===== src/mlpfi_pkg.sv =====
// Shared types, codes, constants and the sigmoid table of the perceptron block.
package mlpfi_pkg;

  localparam int DATA_WIDTH      = 16;
  localparam int FRAC_BITS       = 12;
  localparam int SLOTS           = 3;
  localparam int MAX_LAYERS_DEF  = 4;
  localparam int MAX_NEURONS_DEF = 64;
  localparam int TBL_STEPS       = 128;
  localparam int TBL_W           = FRAC_BITS + 2;
  localparam int TBL_SH          = FRAC_BITS - 4;
  localparam longint unsigned EXP_STEP_Q30 = 64'd1008687096;

  localparam logic [1:0] MODE_WEIGHT = 2'd0;
  localparam logic [1:0] MODE_BIAS   = 2'd1;
  localparam logic [1:0] MODE_INPUT  = 2'd2;
  localparam logic [1:0] MODE_RUN    = 2'd3;

  localparam logic [1:0] ACT_TANH = 2'd1;
  localparam logic [1:0] ACT_SIG  = 2'd2;

  localparam logic [2:0] CFG_LAYER_COUNT = 3'd0;
  localparam logic [2:0] CFG_INPUT_SIZE  = 3'd1;
  localparam logic [2:0] CFG_HIDDEN1     = 3'd2;
  localparam logic [2:0] CFG_HIDDEN2     = 3'd3;
  localparam logic [2:0] CFG_HIDDEN3     = 3'd4;
  localparam logic [2:0] CFG_ACT_CODES   = 3'd5;

  typedef struct packed {
    logic [1:0]                   mode;
    logic [1:0]                   layer_sel;
    logic [5:0]                   row_index;
    logic [5:0]                   col_index;
    logic signed [DATA_WIDTH-1:0] data_value;
  } req_t;

  typedef struct packed {
    logic [5:0]                   out_index;
    logic signed [DATA_WIDTH-1:0] out_value;
    logic                         out_last;
  } rsp_t;

  typedef struct packed {
    logic       wr_weight;
    logic       wr_bias;
    logic       wr_input;
    logic       bias_rd;
    logic       acc_init;
    logic       mac_issue;
    logic       round;
    logic       act1;
    logic       act2;
    logic       act_wr;
    logic       out_rd;
    logic       out_ld;
    logic       out_last;
    logic [1:0] act_code;
  } cmd_t;

  typedef struct packed {
    logic mac_busy;
    logic out_free;
  } status_t;

  typedef enum logic [3:0] {
    ST_IDLE, ST_BIAS_RD, ST_BIAS_LD, ST_MAC, ST_DRAIN, ST_RND,
    ST_ACT1, ST_ACT2, ST_ACT3, ST_OUT_RD, ST_OUT_LD
  } state_t;

  typedef logic [TBL_W-1:0] sig_tbl_t [0:TBL_STEPS];

  // Quotient of two elaboration-time constants by restoring long division.
  function automatic longint unsigned const_quot(longint unsigned n, longint unsigned q);
    longint unsigned rem;
    longint unsigned quot;
    rem  = 64'd0;
    quot = 64'd0;
    for (int b = 63; b >= 0; b--) begin
      rem  = {rem[62:0], n[b]};
      quot = quot << 1;
      if (rem >= q) begin
        rem  = rem - q;
        quot = quot | 64'd1;
      end
    end
    return quot;
  endfunction

  // Sigmoid samples at k/16 built from successive rounded powers of e^(-1/16) in Q30.
  function automatic sig_tbl_t build_sig_tbl();
    sig_tbl_t t;
    longint unsigned e;
    longint unsigned num;
    longint unsigned den;
    e   = 64'd1 << 30;
    num = (64'd1 << FRAC_BITS) << 30;
    for (int k = 0; k <= TBL_STEPS; k++) begin
      den  = (64'd1 << 30) + e;
      t[k] = TBL_W'(const_quot(num + (den >> 1), den));
      e    = (e * EXP_STEP_Q30 + (64'd1 << 29)) >> 30;
    end
    return t;
  endfunction

  localparam sig_tbl_t SIG_TBL = build_sig_tbl();

endpackage


===== src/mlpfi_ctrl.sv =====
// Controller: configuration registers, layer and neuron counters and sequencing.
module mlpfi_ctrl #(
  parameter int MAX_LAYERS  = mlpfi_pkg::MAX_LAYERS_DEF,
  parameter int MAX_NEURONS = mlpfi_pkg::MAX_NEURONS_DEF,
  parameter int CW          = $clog2(MAX_NEURONS + 1)
) (
  input  logic               clk,
  input  logic               rst,
  input  logic               cfg_we,
  input  logic [2:0]         cfg_index,
  input  logic [6:0]         cfg_wdata,
  input  logic               req_valid,
  output logic               req_stall,
  input  mlpfi_pkg::req_t    req_data,
  output mlpfi_pkg::cmd_t    cmd,
  input  mlpfi_pkg::status_t status,
  output logic [1:0]         layer,
  output logic [CW-1:0]      nrow,
  output logic [CW-1:0]      ncol
);

  localparam int LMAX = (MAX_LAYERS < 4) ? MAX_LAYERS : 4;

  mlpfi_pkg::state_t state, state_next;
  logic [2:0]    layer_count;
  logic [6:0]    size_reg [4];
  logic [5:0]    act_codes;
  logic [CW-1:0] sz [4];
  logic [2:0]    nl;
  logic [1:0]    layer_next;
  logic [CW-1:0] nrow_next, ncol_next, ncur, ncur_next, nprev, nprev_next;
  logic          accept, row_last;

  always_comb begin
    for (int k = 0; k < 4; k++) begin
      if (size_reg[k] == 7'd0) begin
        sz[k] = CW'(1);
      end else if (32'(size_reg[k]) > MAX_NEURONS) begin
        sz[k] = CW'(MAX_NEURONS);
      end else begin
        sz[k] = CW'(size_reg[k]);
      end
    end
    if (layer_count < 3'd2) begin
      nl = 3'd2;
    end else if (32'(layer_count) > LMAX) begin
      nl = 3'(LMAX);
    end else begin
      nl = layer_count;
    end
  end

  always_ff @(posedge clk) begin
    if (rst) begin
      layer_count <= 3'd2;
      for (int k = 0; k < 4; k++) begin
        size_reg[k] <= 7'd1;
      end
      act_codes <= 6'd0;
    end else if (cfg_we) begin
      unique case (cfg_index)
        mlpfi_pkg::CFG_LAYER_COUNT: layer_count <= cfg_wdata[2:0];
        mlpfi_pkg::CFG_INPUT_SIZE:  size_reg[0] <= cfg_wdata;
        mlpfi_pkg::CFG_HIDDEN1:     size_reg[1] <= cfg_wdata;
        mlpfi_pkg::CFG_HIDDEN2:     size_reg[2] <= cfg_wdata;
        mlpfi_pkg::CFG_HIDDEN3:     size_reg[3] <= cfg_wdata;
        mlpfi_pkg::CFG_ACT_CODES:   act_codes <= cfg_wdata[5:0];
        default: ;
      endcase
    end
  end

  always_ff @(posedge clk) begin
    if (rst) begin
      state <= mlpfi_pkg::ST_IDLE;
      layer <= 2'd1;
      nrow  <= '0;
      ncol  <= '0;
      ncur  <= CW'(1);
      nprev <= CW'(1);
    end else begin
      state <= state_next;
      layer <= layer_next;
      nrow  <= nrow_next;
      ncol  <= ncol_next;
      ncur  <= ncur_next;
      nprev <= nprev_next;
    end
  end

  assign accept   = req_valid && !req_stall;
  assign row_last = (nrow == ncur - CW'(1));

  always_comb begin
    state_next = state;
    layer_next = layer;
    nrow_next  = nrow;
    ncol_next  = ncol;
    ncur_next  = ncur;
    nprev_next = nprev;
    req_stall  = 1'b1;
    cmd        = '0;
    unique case (layer)
      2'd2:    cmd.act_code = act_codes[3:2];
      2'd3:    cmd.act_code = act_codes[5:4];
      default: cmd.act_code = act_codes[1:0];
    endcase
    unique case (state)
      mlpfi_pkg::ST_IDLE: begin
        req_stall = 1'b0;
        if (accept) begin
          unique case (req_data.mode)
            mlpfi_pkg::MODE_WEIGHT: begin
              cmd.wr_weight = (req_data.layer_sel != 2'd0)
                && (32'(req_data.row_index) < MAX_NEURONS)
                && (32'(req_data.col_index) < MAX_NEURONS);
            end
            mlpfi_pkg::MODE_BIAS: begin
              cmd.wr_bias = (req_data.layer_sel != 2'd0)
                && (32'(req_data.row_index) < MAX_NEURONS)
                && (32'(req_data.col_index) < MAX_NEURONS);
            end
            mlpfi_pkg::MODE_INPUT: begin
              cmd.wr_input = 32'(req_data.col_index) < 32'(sz[0]);
            end
            default: begin
              layer_next = 2'd1;
              nprev_next = sz[0];
              ncur_next  = sz[1];
              nrow_next  = '0;
              state_next = mlpfi_pkg::ST_BIAS_RD;
            end
          endcase
        end
      end
      mlpfi_pkg::ST_BIAS_RD: begin
        cmd.bias_rd = 1'b1;
        state_next  = mlpfi_pkg::ST_BIAS_LD;
      end
      mlpfi_pkg::ST_BIAS_LD: begin
        cmd.acc_init = 1'b1;
        ncol_next    = '0;
        state_next   = mlpfi_pkg::ST_MAC;
      end
      mlpfi_pkg::ST_MAC: begin
        cmd.mac_issue = 1'b1;
        ncol_next     = ncol + CW'(1);
        if (ncol == nprev - CW'(1)) begin
          state_next = mlpfi_pkg::ST_DRAIN;
        end
      end
      mlpfi_pkg::ST_DRAIN: begin
        if (!status.mac_busy) begin
          state_next = mlpfi_pkg::ST_RND;
        end
      end
      mlpfi_pkg::ST_RND: begin
        cmd.round  = 1'b1;
        state_next = mlpfi_pkg::ST_ACT1;
      end
      mlpfi_pkg::ST_ACT1: begin
        cmd.act1   = 1'b1;
        state_next = mlpfi_pkg::ST_ACT2;
      end
      mlpfi_pkg::ST_ACT2: begin
        cmd.act2   = 1'b1;
        state_next = mlpfi_pkg::ST_ACT3;
      end
      mlpfi_pkg::ST_ACT3: begin
        cmd.act_wr = 1'b1;
        nrow_next  = nrow + CW'(1);
        state_next = mlpfi_pkg::ST_BIAS_RD;
        if (row_last) begin
          nrow_next = '0;
          if (3'(layer) + 3'd1 == nl) begin
            state_next = mlpfi_pkg::ST_OUT_RD;
          end else begin
            layer_next = layer + 2'd1;
            nprev_next = ncur;
            ncur_next  = sz[layer + 2'd1];
          end
        end
      end
      mlpfi_pkg::ST_OUT_RD: begin
        cmd.out_rd = 1'b1;
        state_next = mlpfi_pkg::ST_OUT_LD;
      end
      mlpfi_pkg::ST_OUT_LD: begin
        cmd.out_last = row_last;
        if (status.out_free) begin
          cmd.out_ld = 1'b1;
          if (row_last) begin
            state_next = mlpfi_pkg::ST_IDLE;
          end else begin
            nrow_next  = nrow + CW'(1);
            state_next = mlpfi_pkg::ST_OUT_RD;
          end
        end
      end
      default: state_next = mlpfi_pkg::ST_IDLE;
    endcase
  end

endmodule


===== config.mk =====
export PLATFORM = sky130hd
export DESIGN_NAME = mlpfi_ctrl
export DESIGN_NICKNAME = d
export VERILOG_FILES = /design/src/mlpfi_pkg.sv /design/src/mlpfi_ctrl.sv
export SDC_FILE = /design/constraint.sdc
export NUM_CORES = 1
export LEC_CHECK = 0
export BUFFER_PORTS_ARGS = -buffer_cell sky130_fd_sc_hd__buf_4
export CORE_MARGIN = 2
export CORE_UTILIZATION = 40
export CTS_CLUSTER_SIZE = 10
export DETAILED_ROUTE_END_ITERATION = 10
export MAX_ROUTING_LAYER = met4
export PLACE_DENSITY = 0.72
export SYNTH_ARGS = -nofsm -noshare
export SYNTH_HDL_FRONTEND = slang
export SYNTH_SLANG_ARGS = --single-unit
export TNS_END_PERCENT = 30

===== constraint.sdc =====
create_clock -name clk -period 3.8 [get_ports clk]
set_input_delay 0.38 -clock clk [delete_from_list [all_inputs] [get_ports clk]]
set_output_delay 0.38 -clock clk [all_outputs]
set_load 0.02 [all_outputs]

==> impl_metrics.env <==
export IMPL_fp_dieW_um=108.1
export IMPL_post_cts_buffers=0
export IMPL_path_class="reg2reg"
export IMPL_critPathRequiredTime_ps=4050
export IMPL_clk_pin_slew_ps=80
export IMPL_crit_start="layer[0]$_SDFFE_PP1P_"
export IMPL_power_leakage_uw=0.002048
export IMPL_routed_via_density=5.550
export IMPL_ys_types=60
export IMPL_synthesis_nets=553
export IMPL_ff_latch_area_sq_um=1702
export IMPL_clkLatencyLatePin_ps=360
export IMPL_cts_buffer_depth=2
export IMPL_syn_avg_cell_area_sq_um=8.779
export IMPL_die_h_um=108.1
export IMPL_cts_root_buf="clkbuf_8"
export IMPL_track_usage_pct=19.99
export IMPL_ant_nets=0
export IMPL_antenna_found_initial=0
export IMPL_final_common_cell="buf_4"
export IMPL_finalSetupTns_ps=0
export IMPL_worstSetupStartpointType="register"
export IMPL_multiInputGateArea_sq_um=2461
export IMPL_yosysSeqAreaShare_pct=39.24
export IMPL_wirelength_um=10620
export IMPL_ys_ff_latch=71
export IMPL_drc_errors=0
export IMPL_synth_async_reset_ratio_pct=0
export IMPL_utilization_pct=47.29
export IMPL_rsz0062_at_grt="false"
export IMPL_worstReg2RegStart="layer[0]$_SDFFE_PP1P_"
export IMPL_min_path_type="in2reg"
export IMPL_fin_crit_sh_pct=83.13
export IMPL_synth_edf_count=28
export IMPL_synth_flop_cell="dfxtp_1"
export IMPL_start_util_pct=40.54
export IMPL_end_kind="register"
export IMPL_cts_num_sinks=71
export IMPL_grt_first_pass_wirelength_um=17730
export IMPL_nets=601
export IMPL_placed_area_sq_um=4856
export IMPL_fp_row_count=38
export IMPL_finalHoldViolCount=0
export IMPL_slowest_stage="dfxtp_1"
export IMPL_cts_buffers=9
export IMPL_grt_pass1_vias=3630
export IMPL_cts_tree="yes"
export IMPL_peakVddDrop_v=0.0002253
export IMPL_cp_endpoint="ncur[6]$_SDFFE_PP0P_"
export IMPL_pin_count=80
export IMPL_max_freq_mhz=316.6
export IMPL_die_area_sq_um=11690
export IMPL_instances_no_fill=687
export IMPL_area_growth_pct=16.65
export IMPL_yosysWarnings=0
export IMPL_firstDrtPassIters=5
export IMPL_reg2regPathDepth=7
export IMPL_cp_common_cell="or3_1"
export IMPL_relSlewSlack_pct=37.51
export IMPL_cts_resized=0
export IMPL_final_cell_mix="buf_4, nor2_1, dfxtp_1"
export IMPL_postSynthCellCount=494
export IMPL_worst_ep_arrival_time_ps=3410
export IMPL_power_density_nw_per_um2=341.2
export IMPL_drive_gt1_share_pct=17.00
export IMPL_drt_iter0_markers=359
export IMPL_stdcell_area_sq_um=5059
export IMPL_crit_chain="inv_1 -> ha_1 -> or3_1 -> a211oi_1 -> or3_1 -> buf_4 -> mux2_2"
export IMPL_slowest_delay_ps=720
export IMPL_cts_max_level=3
export IMPL_nFillCells=1046
export IMPL_r2r_slack_ps=640
export IMPL_min_period_ps=3159
export IMPL_grt_max_degree=54
export IMPL_gr_total_overflow=0
export IMPL_largest_reg_flops=28
export IMPL_io_buffer_count=57
export IMPL_routabilityCongestion=0.8731
export IMPL_vias=3813
export IMPL_status="finished, final reports clean"
export IMPL_setup_viol=0
export IMPL_ctsHoldBuffers=0
export IMPL_core_sq_um=10700
export IMPL_path_max_fanout=22
export IMPL_final_max_slew_viol_count=0
export IMPL_syn_area_sq_um=4337
export IMPL_cap_violations=0
export IMPL_whs_ps=298.5
export IMPL_clock_skew_ps=6.308
export IMPL_routedWlPerCell_um=15.45
export IMPL_antenna_cells=0
export IMPL_dp_cells=671
export IMPL_tightest_slew_ps=927.5
export IMPL_reg2reg_to="ncur[6]$_SDFFE_PP0P_"
export IMPL_dpl_hpwl_um=7799
-- final cells by class --
class | instances | area share [%]
Multi-Input combinational cell | 383 | 48.65
Sequential cell | 71 | 33.64
Timing Repair Buffer | 61 | 9.053
Tap cell | 140 | 3.463
Clock buffer | 9 | 2.449
Clock inverter | 7 | 1.558
Inverter | 16 | 1.187
-- worst min-delay path by stage --
stage                                            from                          end  cells after the start
after CTS                                cfg_wdata[3]    act_codes[3]$_SDFFE_PP0P_                      3
after detailed placement  layer_count[1]$_SDFFE_PP1P_  layer_count[1]$_SDFFE_PP1P_                      2
after global placement    layer_count[1]$_SDFFE_PP1P_  layer_count[1]$_SDFFE_PP1P_                      2
after floorplan           layer_count[1]$_SDFFE_PP1P_  layer_count[1]$_SDFFE_PP1P_                      2
final                                    cfg_wdata[3]    act_codes[3]$_SDFFE_PP0P_                      3
after global routing                     cfg_wdata[1]  layer_count[1]$_SDFFE_PP1P_                      3
-- synthesized netlist by cell type (3+ instances only) --
cell type  instances  area, sq um
clkbuf_1          21        78.83
ha_1              11        137.6
nand2b_1          15        93.84
nor3_1            19        95.09
nand2_1           36        135.1
nand3_1           10        50.05
a211oi_1           7        52.55
xnor2_1           11        96.34
mux2_4             3        45.04
nor2_1            57        214.0
and3_1             7        43.79
edfxtp_1          28        840.8
o221ai_1           3        26.28
or3_1              8        50.05
o21ai_0           25        125.1
mux2i_1           17        170.2
o32ai_1            4        35.03
nor4_1             6        37.54
mux2_2             6        67.56
and3b_1            3        26.28
and2_1            25        156.4
nor3b_1            8        60.06
xor2_1             6        52.55
a22oi_1            7        52.55
inv_1             15        56.30
nand4_1            3        18.77
dfxtp_1           43        860.8
a21oi_1           31        155.2
nor2b_1           13        81.33
or4_1              4        30.03
o31ai_1            4        30.03
-- logic make-up (layout without fill, tap and decap cells) --
family	count (synthesis)	in the layout	synth area share [%]
compound gates	102	102	15.21
fa+ha+maj	11	11	3.174
flops	71	71	39.24
simple gates	225	225	27.35
xor+xnor	19	19	4.501
mux	26	26	6.520
buf+inv	40	93	4.010
-- per-layer routing --
layer | part of all wire, % | global-route usage [%] | wire length [um] | vias up
met1 | 44 | 25.28 | 4702 | 1794
met5 | 0 | - | 0 | -
met4 | 2.1 | 8.608 | 223 | 0
met2 | 48 | 31.13 | 5117 | 117
met3 | 5.4 | 4.039 | 572 | 17
li1 | - | - | - | 1885
-- per-stage QoR --
step           worst slack [ps]  power (uW)
5_1_grt                   401.3        1808
3_3_place_gp              750.5        1109
2_1_floorplan             955.8        1033
6_report                  641.1        1726
4_1_cts                   661.3        1739
3_5_place_dp              693.3        1118
-- power by group --
part	internal [uW]	leakage, uW	switching, uW
registers	822	0.000619	35.0
clock network	310	0.000104	312
logic	109	0.00132	138
-- critical path: cells and delay by family (launching register included) --
family	cells	cell delay [ps]
AND/OR/NAND/NOR	2	560
adder cells (fa/ha/maj)	1	550
AO/OA/AOI/OAI	1	390
buffers and inverters	2	470
flip-flops	1	720
multiplexers	1	340
Power figures use the tool's default switching activity.
